## src/sv/eaptlv_pkg.sv

```systemverilog
// ---------------------------------------------------------------------------
// EAP PDU TLV parser package
// Shared types and codes for the byte labeller and its configuration.
// ---------------------------------------------------------------------------
`default_nettype none

package eaptlv_pkg;

  localparam int unsigned ByteW   = 8;
  localparam int unsigned LenW    = 16;
  localparam int unsigned OffW    = 10;
  localparam int unsigned CfgIdxW = 2;

  // configuration register indexes
  localparam logic [CfgIdxW-1:0] CfgIdxIdentity     = 2'd0;
  localparam logic [CfgIdxW-1:0] CfgIdxNotification = 2'd1;
  localparam logic [CfgIdxW-1:0] CfgIdxAkaPrime     = 2'd2;

  localparam logic [ByteW-1:0] RstTypeIdentity     = 8'd1;
  localparam logic [ByteW-1:0] RstTypeNotification = 8'd2;
  localparam logic [ByteW-1:0] RstTypeAkaPrime     = 8'd50;

  // parse phase, one-hot
  typedef enum logic [12:0] {
    PH_CODE = 13'b0_0000_0000_0001,
    PH_ID   = 13'b0_0000_0000_0010,
    PH_LHI  = 13'b0_0000_0000_0100,
    PH_LLO  = 13'b0_0000_0000_1000,
    PH_TYPE = 13'b0_0000_0001_0000,
    PH_SUB  = 13'b0_0000_0010_0000,
    PH_RS1  = 13'b0_0000_0100_0000,
    PH_RS2  = 13'b0_0000_1000_0000,
    PH_ATY  = 13'b0_0001_0000_0000,
    PH_ALEN = 13'b0_0010_0000_0000,
    PH_AVAL = 13'b0_0100_0000_0000,
    PH_RAW  = 13'b0_1000_0000_0000,
    PH_SKIP = 13'b1_0000_0000_0000
  } phase_e;

  typedef enum logic [3:0] {
    KIND_CODE      = 4'd0,
    KIND_ID        = 4'd1,
    KIND_LEN_HI    = 4'd2,
    KIND_LEN_LO    = 4'd3,
    KIND_TYPE      = 4'd4,
    KIND_SUBTYPE   = 4'd5,
    KIND_RESERVED  = 4'd6,
    KIND_ATTR_TYPE = 4'd7,
    KIND_ATTR_LEN  = 4'd8,
    KIND_ATTR_VAL  = 4'd9,
    KIND_RAW       = 4'd10
  } kind_e;

  typedef enum logic [1:0] {
    ERR_NONE     = 2'd0,
    ERR_UNKNOWN  = 2'd1,
    ERR_OVERRUN  = 2'd2,
    ERR_ZERO_LEN = 2'd3
  } err_e;

  typedef struct packed {
    logic [ByteW-1:0] type_identity;
    logic [ByteW-1:0] type_notification;
    logic [ByteW-1:0] type_aka_prime;
  } cfg_t;

  typedef struct packed {
    logic [ByteW-1:0] data;
    kind_e            kind;
    logic [ByteW-1:0] attr_type;
    logic [OffW-1:0]  offset;
    logic             last;
    err_e             err;
  } res_t;

endpackage

`default_nettype wire

```

## src/sv/eaptlv_cfg_regs.sv

```systemverilog
// ---------------------------------------------------------------------------
// EAP PDU TLV parser configuration registers
// Holds the three EAP type codes; writes to unused indexes are dropped.
// ---------------------------------------------------------------------------
`default_nettype none

module eaptlv_cfg_regs (
  input  wire logic                          clk_i,
  input  wire logic                          rst_ni,
  input  wire logic                          cfg_valid_i,
  output logic                               cfg_ready_o,
  input  wire logic [eaptlv_pkg::CfgIdxW-1:0] cfg_index_i,
  input  wire logic [eaptlv_pkg::ByteW-1:0]   cfg_data_i,
  output eaptlv_pkg::cfg_t                   cfg_o
);
  import eaptlv_pkg::*;

  cfg_t cfg_q, cfg_d;

  assign cfg_ready_o = 1'b1;

  always_comb begin
    cfg_d = cfg_q;
    if (cfg_valid_i) begin
      unique case (cfg_index_i)
        CfgIdxIdentity:     cfg_d.type_identity     = cfg_data_i;
        CfgIdxNotification: cfg_d.type_notification = cfg_data_i;
        CfgIdxAkaPrime:     cfg_d.type_aka_prime    = cfg_data_i;
        default:            cfg_d                   = cfg_q;
      endcase
    end
  end

  always_ff @(posedge clk_i or negedge rst_ni) begin
    if (!rst_ni) begin
      cfg_q.type_identity     <= RstTypeIdentity;
      cfg_q.type_notification <= RstTypeNotification;
      cfg_q.type_aka_prime    <= RstTypeAkaPrime;
    end else begin
      cfg_q <= cfg_d;
    end
  end

  assign cfg_o = cfg_q;

endmodule

`default_nettype wire

```

## src/sv/eaptlv_core.sv

```systemverilog
// ---------------------------------------------------------------------------
// EAP PDU TLV parser core
// Parse state and per-byte labelling; the state advances on each transaction.
// ---------------------------------------------------------------------------
`default_nettype none

module eaptlv_core (
  input  wire logic                        clk_i,
  input  wire logic                        rst_ni,
  input  wire logic                        fire_i,
  input  wire logic [eaptlv_pkg::ByteW-1:0] byte_i,
  input  wire logic                        sop_i,
  input  wire eaptlv_pkg::cfg_t            cfg_i,
  output eaptlv_pkg::res_t                 res_o
);
  import eaptlv_pkg::*;

  phase_e           phase_q, phase_d, cur;
  logic [LenW-1:0]  len_q, len_d;
  logic [LenW-1:0]  seen_q, seen_d;
  logic [OffW-1:0]  rem_q, rem_d;
  logic [ByteW-1:0] at_q, at_d;
  err_e             errl_q, errl_d;
  logic [OffW-1:0]  cnt_q, cnt_d;

  logic [LenW-1:0]  seen_inc;
  logic [LenW-1:0]  len_new;
  logic [LenW-1:0]  room;
  logic [OffW-1:0]  vlen;
  logic [OffW-1:0]  rem_dec;
  logic             last_body;
  logic             body;
  err_e             err;

  assign seen_inc  = seen_q + 16'd1;
  assign last_body = (seen_inc == len_q);
  assign len_new   = {len_q[LenW-1:ByteW], byte_i};
  assign room      = len_q - seen_inc;
  assign vlen      = {byte_i, 2'b00} - 10'd2;
  assign rem_dec   = (rem_q != '0) ? (rem_q - 10'd1) : rem_q;

  always_comb begin
    cur     = sop_i ? PH_CODE : phase_q;
    phase_d = phase_q;
    len_d   = len_q;
    seen_d  = seen_inc;
    rem_d   = rem_q;
    at_d    = at_q;
    errl_d  = errl_q;
    cnt_d   = cnt_q;
    body    = 1'b1;
    err     = ERR_NONE;

    res_o.data      = byte_i;
    res_o.kind      = KIND_RAW;
    res_o.attr_type = '0;
    res_o.offset    = '0;
    res_o.last      = last_body;

    unique case (cur)
      PH_CODE: begin
        body       = 1'b0;
        errl_d     = ERR_NONE;
        seen_d     = 16'd1;
        len_d      = '0;
        rem_d      = '0;
        at_d       = '0;
        cnt_d      = '0;
        res_o.kind = KIND_CODE;
        res_o.last = 1'b0;
        phase_d    = PH_ID;
      end
      PH_ID: begin
        body       = 1'b0;
        res_o.kind = KIND_ID;
        res_o.last = 1'b0;
        phase_d    = PH_LHI;
      end
      PH_LHI: begin
        body       = 1'b0;
        res_o.kind = KIND_LEN_HI;
        res_o.last = 1'b0;
        len_d      = {byte_i, 8'h00};
        phase_d    = PH_LLO;
      end
      PH_LLO: begin
        body       = 1'b0;
        res_o.kind = KIND_LEN_LO;
        len_d      = len_new;
        // short PDU ends at the header
        res_o.last = (len_new <= 16'd4);
        phase_d    = (len_new <= 16'd4) ? PH_CODE : PH_TYPE;
      end
      PH_TYPE: begin
        res_o.kind = KIND_TYPE;
        phase_d    = PH_TYPE;
        if (byte_i == cfg_i.type_aka_prime) begin
          if (last_body) err = ERR_OVERRUN;
          phase_d = PH_SUB;
        end else if (byte_i == cfg_i.type_notification ||
                     byte_i == cfg_i.type_identity) begin
          cnt_d   = '0;
          phase_d = PH_RAW;
        end else begin
          err = ERR_UNKNOWN;
        end
      end
      PH_SUB: begin
        res_o.kind = KIND_SUBTYPE;
        if (last_body) err = ERR_OVERRUN;
        phase_d = PH_RS1;
      end
      PH_RS1: begin
        res_o.kind = KIND_RESERVED;
        if (last_body) err = ERR_OVERRUN;
        phase_d = PH_RS2;
      end
      PH_RS2: begin
        res_o.kind = KIND_RESERVED;
        phase_d    = PH_ATY;
      end
      PH_ATY: begin
        res_o.kind      = KIND_ATTR_TYPE;
        res_o.attr_type = byte_i;
        at_d            = byte_i;
        if (last_body) err = ERR_OVERRUN;
        phase_d = PH_ALEN;
      end
      PH_ALEN: begin
        res_o.kind      = KIND_ATTR_LEN;
        res_o.attr_type = at_q;
        if (byte_i == '0) begin
          err = ERR_ZERO_LEN;
        end else if ({6'd0, vlen} > room) begin
          err = ERR_OVERRUN;
        end else begin
          rem_d   = vlen;
          cnt_d   = '0;
          phase_d = PH_AVAL;
        end
      end
      PH_AVAL: begin
        res_o.kind      = KIND_ATTR_VAL;
        res_o.attr_type = at_q;
        res_o.offset    = cnt_q;
        cnt_d           = cnt_q + 10'd1;
        rem_d           = rem_dec;
        if (rem_dec == '0) phase_d = PH_ATY;
      end
      PH_RAW: begin
        res_o.kind   = KIND_RAW;
        res_o.offset = cnt_q;
        cnt_d        = cnt_q + 10'd1;
      end
      default: begin
        // skip the rest of a failed PDU, repeating the latched error
        res_o.kind = KIND_RAW;
        err        = errl_q;
        phase_d    = PH_SKIP;
      end
    endcase

    if (body) begin
      if (err != ERR_NONE) begin
        errl_d  = err;
        phase_d = PH_SKIP;
      end
      if (last_body) phase_d = PH_CODE;
    end else begin
      if (cur != PH_CODE) seen_d = seen_inc;
    end

    res_o.err = err;
  end

  always_ff @(posedge clk_i or negedge rst_ni) begin
    if (!rst_ni) begin
      phase_q <= PH_CODE;
      len_q   <= '0;
      seen_q  <= '0;
      rem_q   <= '0;
      at_q    <= '0;
      errl_q  <= ERR_NONE;
      cnt_q   <= '0;
    end else if (fire_i) begin
      phase_q <= phase_d;
      len_q   <= len_d;
      seen_q  <= seen_d;
      rem_q   <= rem_d;
      at_q    <= at_d;
      errl_q  <= errl_d;
      cnt_q   <= cnt_d;
    end
  end

endmodule

`default_nettype wire

```

## src/sv/eap_pdu_tlv_parser.sv

```systemverilog
// Result: the byte is labelled between the input register and the result register;
// it waits in the input register while the result register is full and not taken.
// Throughput: one byte per cycle unless the output stalls; the parse state updates in the cycle a byte
// leaves the input register.
// Reset: returns to expecting a code byte and reloads the type codes 1, 2, 50.
// ---------------------------------------------------------------------------
// EAP PDU TLV parser
// Labels each byte of an EAP PDU stream, parsing EAP-AKA' attributes.
// ---------------------------------------------------------------------------
`default_nettype none

module eap_pdu_tlv_parser (
  input  wire logic                          clk_i,
  input  wire logic                          rst_ni,
  input  wire logic                          cfg_valid_i,
  output logic                               cfg_ready_o,
  input  wire logic [eaptlv_pkg::CfgIdxW-1:0] cfg_index_i,
  input  wire logic [eaptlv_pkg::ByteW-1:0]   cfg_data_i,
  input  wire logic                          in_valid_i,
  output logic                               in_ready_o,
  input  wire logic [eaptlv_pkg::ByteW-1:0]   in_byte_i,
  input  wire logic                          start_of_pdu_i,
  output logic                               out_valid_o,
  input  wire logic                          out_ready_i,
  output logic [eaptlv_pkg::ByteW-1:0]        out_byte_o,
  output logic [3:0]                         field_kind_o,
  output logic [eaptlv_pkg::ByteW-1:0]        attr_type_o,
  output logic [eaptlv_pkg::OffW-1:0]         value_offset_o,
  output logic                               pdu_last_o,
  output logic [1:0]                         error_code_o
);
  import eaptlv_pkg::*;

  cfg_t             cfg;
  res_t             res;
  res_t             res_q;
  logic             in_vld_q, in_vld_d;
  logic [ByteW-1:0] in_byte_q;
  logic             in_sop_q;
  logic             out_vld_q, out_vld_d;
  logic             adv;
  logic             fire;
  logic             in_fire;

  eaptlv_cfg_regs u_cfg (
    .clk_i       (clk_i),
    .rst_ni      (rst_ni),
    .cfg_valid_i (cfg_valid_i),
    .cfg_ready_o (cfg_ready_o),
    .cfg_index_i (cfg_index_i),
    .cfg_data_i  (cfg_data_i),
    .cfg_o       (cfg)
  );

  // result slot frees when empty or being taken
  assign adv        = !out_vld_q || out_ready_i;
  assign fire       = in_vld_q && adv;
  assign in_ready_o = !in_vld_q || adv;
  assign in_fire    = in_valid_i && in_ready_o;

  assign in_vld_d  = in_fire || (in_vld_q && !adv);
  assign out_vld_d = fire || (out_vld_q && !out_ready_i);

  eaptlv_core u_core (
    .clk_i  (clk_i),
    .rst_ni (rst_ni),
    .fire_i (fire),
    .byte_i (in_byte_q),
    .sop_i  (in_sop_q),
    .cfg_i  (cfg),
    .res_o  (res)
  );

  always_ff @(posedge clk_i or negedge rst_ni) begin
    if (!rst_ni) begin
      in_vld_q  <= 1'b0;
      out_vld_q <= 1'b0;
    end else begin
      in_vld_q  <= in_vld_d;
      out_vld_q <= out_vld_d;
    end
  end

  always_ff @(posedge clk_i) begin
    if (in_fire) begin
      in_byte_q <= in_byte_i;
      in_sop_q  <= start_of_pdu_i;
    end
    if (fire) begin
      res_q <= res;
    end
  end

  assign out_valid_o    = out_vld_q;
  assign out_byte_o     = res_q.data;
  assign field_kind_o   = res_q.kind;
  assign attr_type_o    = res_q.attr_type;
  assign value_offset_o = res_q.offset;
  assign pdu_last_o     = res_q.last;
  assign error_code_o   = res_q.err;

endmodule

`default_nettype wire

```

## config.mk

```make
export PLATFORM = sky130hd
export DESIGN_NAME = eap_pdu_tlv_parser
export DESIGN_NICKNAME = d
export VERILOG_FILES = /design/src/sv/eaptlv_pkg.sv /design/src/sv/eaptlv_cfg_regs.sv /design/src/sv/eaptlv_core.sv /design/src/sv/eap_pdu_tlv_parser.sv
export SDC_FILE = /design/constraint.sdc
export NUM_CORES = 1
export LEC_CHECK = 0
export BUFFER_PORTS_ARGS = -buffer_cell sky130_fd_sc_hd__buf_2
export CAP_MARGIN = 20
export CORE_ASPECT_RATIO = 1.25
export CORE_MARGIN = 1.5
export CORE_UTILIZATION = 65
export CTS_CLUSTER_DIAMETER = 80
export CTS_CLUSTER_SIZE = 16
export DETAILED_ROUTE_END_ITERATION = 10
export PLACE_DENSITY_LB_ADDON = 0.25
export SYNTH_ARGS = -nofsm -noshare
export SYNTH_HDL_FRONTEND = slang
export SYNTH_SLANG_ARGS = --single-unit
```

## constraint.sdc

```tcl
create_clock -name clk_i -period 10.75 [get_ports clk_i]
set_input_delay 2.15 -clock clk_i [delete_from_list [all_inputs] [get_ports clk_i]]
set_output_delay 2.15 -clock clk_i [all_outputs]
set_load 0.005 [all_outputs]
```

After elaboration in Yosys (flattened, before gate mapping)

Index checks and enable logic that the tools add are counted.
W data, S select, Z words.

Bits in writable memories: 0
Flip-flop bits (word level): 143
Output and inout port bits: 36
Memories kept: 0
Memory bits (read-only): 0
Latch bits: 0

Bitwise logic cells: 1
Eq/ne operators: 23
Reductions and logical operators: 38
Multiply operators: 0
Div/mod/pow operators: 0
Add/sub/neg operators: 5
Shift-type cells: 0
Order comparisons: 2
Mux-type cells: 37

Operator list:

| operator                | count |
|---|---|
| $pmux W13 S12           | 1 |
| $mux W13                | 8 |
| $mux W10                | 7 |
| $mux W16                | 3 |
| $pmux W16 S3            | 1 |
| $pmux W10 S4            | 1 |
| $pmux W4 S10            | 1 |
| $pmux W8 S2             | 2 |
| $pmux W10 S3            | 1 |
| $eq A8 B8 Y1            | 3 |
| $add A16 B1 Y16 const B | 1 |
| $eq A16 B16 Y1          | 1 |
| $gt A10 B16 Y1          | 1 |
| $le A16 B3 Y1 const B   | 1 |
| $sub A16 B16 Y16        | 1 |
| $mux W2                 | 7 |
| $eq A13 B1 Y1 const B   | 1 |
| $eq A13 B10 Y1 const B  | 1 |
| $eq A13 B11 Y1 const B  | 1 |
| $eq A13 B12 Y1 const B  | 1 |
| $eq A13 B2 Y1 const B   | 1 |
| $eq A13 B3 Y1 const B   | 1 |
| $eq A13 B4 Y1 const B   | 1 |
| $eq A13 B5 Y1 const B   | 1 |
| other kinds (36)        | 58 |

Logic depth before layout (Yosys ltp)

Depth in word-level cells: 10
Gate-level depth with buffers: 22
Gate-level depth less buffers: 20

Modules after synthesis

A second synthesis with hierarchy kept.

Cell total of the unflattened synthesis: 815
Area total of the unflattened synthesis: 8363.0 um^2

By module, submodules not included:

| module             | instances | area an instance (um^2) | cells an instance |
|---|---|---|---|
| eaptlv_core        | 1         | 6068.3                  | 712 |
| eap_pdu_tlv_parser | 1         | 1365.1                  | 50 |
| eaptlv_cfg_regs    | 1         | 929.6                   | 53 |

Least setup slack after synthesis

Ideal clock, no wire load.

Path type: input-to-output
Start point: in out_ready_i
End point: out in_ready_o
Required time: 8.600 ns
Stages: 1
Slack: 6.276 ns
Arrival: 2.324 ns
Cells stage by stage: nand3b_1

Longest elaborated chain between the ends: 2

Ends and longest elaborated chain:

| item               | RTL line                 | text |
|---|---|---|
| from (decl)        | eap_pdu_tlv_parser.sv:24 | `input wire logic out_ready_i,` |
| $logic_or A1 B1 Y1 | eap_pdu_tlv_parser.sv:56 | `assign adv = !out_vld_q \|\| out_ready_i;` |
| $logic_or A1 B1 Y1 | eap_pdu_tlv_parser.sv:58 | `assign in_ready_o = !in_vld_q \|\| adv;` |
| to (decl)          | eap_pdu_tlv_parser.sv:20 | `output logic in_ready_o,` |

Every way passes these cells.

Worst setup path after layout

Start point: reg u_core.seen_q[2]
End point: reg u_core.cnt_q[4]

Longest elaborated chain between the ends: 5

Ends and longest elaborated chain:

| item                        | RTL line           | text |
|---|---|---|
| from (decl)                 | eaptlv_core.sv:20  | `logic [LenW-1:0] seen_q, seen_d;` |
| from (signal assigned)      | eaptlv_core.sv:188 | `seen_q <= seen_d;` |
| $add A16 B1 Y16             | eaptlv_core.sv:35  | `assign seen_inc = seen_q + 16'd1;` |
| $sub A16 B16 Y16            | eaptlv_core.sv:38  | `assign room = len_q - seen_inc;` |
| $gt A10 B16 Y1              | eaptlv_core.sv:134 | `end else if ({6'd0, vlen} > room) begin` |
| $ne A2 B2 Y1 (no line)      | --                 |  |
| $reduce_and A6 Y1 (no line) | --                 |  |
| to (signal assigned)        | eaptlv_core.sv:192 | `cnt_q <= cnt_d;` |
| to (decl)                   | eaptlv_core.sv:24  | `logic [OffW-1:0] cnt_q, cnt_d;` |

Every way passes these cells.
A chain may end at the register's enable or synchronous reset.

==> metrics.txt <==
status complete, no violations; Resized cells post-CTS 0; first-pass iteration count of the detailed router 5; number of max-cap violations 0; Crit path arrival time 5430 ps; PD cells 199.1 nW/um^2; Layout Utilization 74.95%; Leak 0.004010 uW; Slew Limit Headroom 29.16%; # port buffers 58; synth warn 0; worst skew pair latency 430 ps; Avg Cell Area, Syn 9.869 um^2; cells after synthesis 827; number of DRC markers in iteration 0 661; die width 103.2 um; Slew Limit Fails 0; Critical path buffers and inverters 0; required time worst endpoint 11060 ps; Clk pin slew, worst setup/hold paths 60 ps; CP max stage cell or4b_2; Post-synth EDFFs 42; ANT cells 0; sw power 619.7 uW; Post-Synth Adder-Cell Area 4.538%; path length in cells of the critical path 19; Clk pwr share 32.6%; maximum clock frequency 0.1954 GHz; peak supply drop 0.1930 mV; DRT antenna net count 0; Synth Flop Type dfrtp_1; Final #Nets 928; mux share of post-synthesis cell area 3.557%; count of clock tree sinks 143; Reg2Reg Depth 19; sequential area share after synthesis 46.51%; # DRC 0; Comb pwr share 30.3%; Post-Route WL 20530 um; sequential share of power 37.1%; grt ovf 0; hold_buf cts 0; Routed wire per std cell 19.51 um; layout cell share with drive strength beyond 1 17.34%; Yosys top cell by area dfrtp_1; first-pass GRT wire length 33690 um; non-filler cells, final 1052; P_int 1204 uW; vias in the first global route 6737; Core ar. 12220 um^2; Post-DP HPWL 14390 um; type of origin of the critical path flop; worst r2r src u_core.seen_q[2]$_DFFE_PN0P_; Synth async-reset ratio 70.63%; CTS tree done; IO Count 60; worst-path fanout max 13; CP Cell Sequence nand3_1 > nor2_1 > nand3_1 > xor2_1 > ha_1 > nand2_1 > o21ai_0 > nor2_1 > xor2_1 > ha_1 > nand4_1 > or4b_2 > o2111ai_1 > mux2i_1 > o221ai_1 > or4_4 > nand3_2 > or2_1 > o31ai_1; worst hold path type flop to flop; # fillers 867; Simple-Gate Fraction of Synth Area 19.61%; H-tree Lvls 4; vias per inst 6.498; largest family of logic cells by synthesized area simple AND/OR/NAND/NOR gates; post-synthesis cell type count 78; synthesized area 8162 um^2; Num CTS Buffers 17; Syn Nets 880; CTS Buffer Depth 2; crit share post-route 47.60%; Worst R2R End u_core.cnt_q[4]$_DFFE_PN0P_; setup violators final 0; post-route minimum period 5117 ps; R2R setup slack 5630 ps; Tot Pwr 1823 uW; Overall Global Routing Usage 33.45%; Net Sw Frac 33.99%; Final Wtd Congestion 0.9312; critical path class flop to flop; crit path launch u_core.seen_q[2]$_DFFE_PN0P_; xor/xnor share of the synthesized area 6.117%; row cnt 45; Synth Register Bits 143; Synth area leaders dfrtp_1, edfxtp_1, xor2_1, ha_1, nand2_1; die area 13240 um^2; Layout Skew 8.076 ps; Critical Path Sink u_core.cnt_q[4]$_DFFE_PN0P_; post-synth top area share 29.13%; vias post-DR 6836; initial antenna violation count 0; root buf cell clkbuf_16; Post-CTS Repair Setup Buffers 0; Top delay family on crit path simple AND/OR/NAND/NOR gates; Hold Vio Cnt, Final 0; Die H 128.3 um; Area growth syn-to-layout 12.20%; Slowest Stage Delay on Critical Path 650 ps; Worst Setup End Kind flop; largest net degree at the start of global routing 65; placed cells 1017; worst-margin pin slew 1054 ps; post-synthesis compound-gate area fraction 16.45%; setup TNS 0 ps; HP Start u_core.cnt_q[9]$_DFFE_PN0P_; Starting Density 66.80%; unrepaired setup endpoints after global routing false
## cells in the mapped netlist, drive strengths merged, types with 3 or more instances
library cell	n
a211oi	6
a21o	7
a21oi	35
a22o	26
a31oi	9
a32oi	4
and2	6
and3	6
buf	11
clkbuf	25
dfrtp	95
dfstp	6
edfxtp	42
ha	28
inv	25
mux2	24
nand2	88
nand2b	16
nand3	34
nand3b	6
nand4	10
nor2	58
nor2b	19
nor3	17
nor3b	4
nor4	19
nor4b	3
o211ai	7
o21ai	68
o21bai	3
o22ai	3
o31ai	13
or2	4
or3	6
or4	6
xnor2	12
xor2	45
## flip-flops by register name, indices dropped and copies added (netlist names), 2 cells and up
register / count
u_core.errl_q: 2
u_cfg.cfg_o: 24
attr_type_o: 8
u_core.at_q: 8
u_core.phase_q: 13
field_kind_o: 4
error_code_o: 2
u_core.rem_q: 10
value_offset_o: 10
in_byte_q: 8
u_core.seen_q: 16
u_core.len_q: 16
out_byte_o: 8
u_core.cnt_q: 10
## logic make-up after synthesis
kind of cell	after synthesis
flops	143
xor+xnor	57
compound gates	203
mux	26
simple gates	307
fa+ha+maj	29
other cells	1
buf+inv	61
## layout by cell type (no fill, tap or decap), drive strengths merged, types with 6 or more instances in the layout
cell    instances
nand2          88
nor3           17
and3            6
or3             6
buf            65
inv            28
a21oi          35
ha             28
nand2b         16
nand4          10
xnor2          12
o31ai          13
nor4           19
a31oi           9
and2            6
nand3b          6
nor2           58
dfrtp          95
a22o           26
mux2           24
a21o            7
xor2           45
o211ai          7
edfxtp         42
a211oi          6
nor2b          19
o21ai          68
or4             6
nand3          34
clkinv          6
dfstp           6
clkbuf         21
## metrics by stage
step           hold WS (ps)  cell area [um^2]  setup WS, ps
2_1_floorplan         424.4              8162          6276
3_3_place_gp          465.8              8536          5799
3_5_place_dp          483.4              8536          5592
4_1_cts               491.7              9135          5559
5_1_grt               517.3              9158          5305
6_report              494.2              9158          5633
## worst min path at each step
stage | end | slack, ps | cells after the start
final | u_core.cnt_q[9]$_DFFE_PN0P_ | 490 | 1
after global routing | u_core.at_q[2]$_DFFE_PN0P_ | 520 | 1
after CTS | u_core.cnt_q[9]$_DFFE_PN0P_ | 490 | 1
after detailed placement | u_core.phase_q[0]$_DFFE_PN1P_ | 480 | 2
after global placement | u_core.cnt_q[9]$_DFFE_PN0P_ | 470 | 1
after floorplan | out_byte_o[0]$_DFFE_PP_ | 420 | 0
## power by group through the flow
| stage | sequential, uW | clock, uW | combinational, uW |
|---|---|---|---|
| 3_3_place_gp | 679 | 0 | 512 |
| 3_5_place_dp | 683 | 0 | 530 |
| 5_1_grt | 682 | 619 | 609 |
| 4_1_cts | 674 | 598 | 536 |
| 6_report | 676 | 595 | 553 |
| 2_1_floorplan | 658 | 0 | 411 |
## final cells by class
class / count / area (um^2) / share of cell area [%]
clock inverter: 11 / 127.6 / 1.394
clock buffer: 21 / 471.7 / 5.151
sequential: 143 / 3796 / 41.45
timing repair buffer: 65 / 345.3 / 3.771
inverter: 25 / 93.84 / 1.025
tap: 164 / 205.2 / 2.241
multi-input combinational: 623 / 4118 / 44.97
## per-layer routing
layer / vias to the layer above / part of all wire, % / GRT usage [%]
met5: - / 0 / 0
met4: 0 / 3.5 / 14.55
met3: 71 / 6.6 / 5.671
met2: 356 / 51 / 57.20
met1: 3286 / 39 / 41.32
li1: 3123 / - / -
Note: power is estimated with default switching activity, not from simulation.
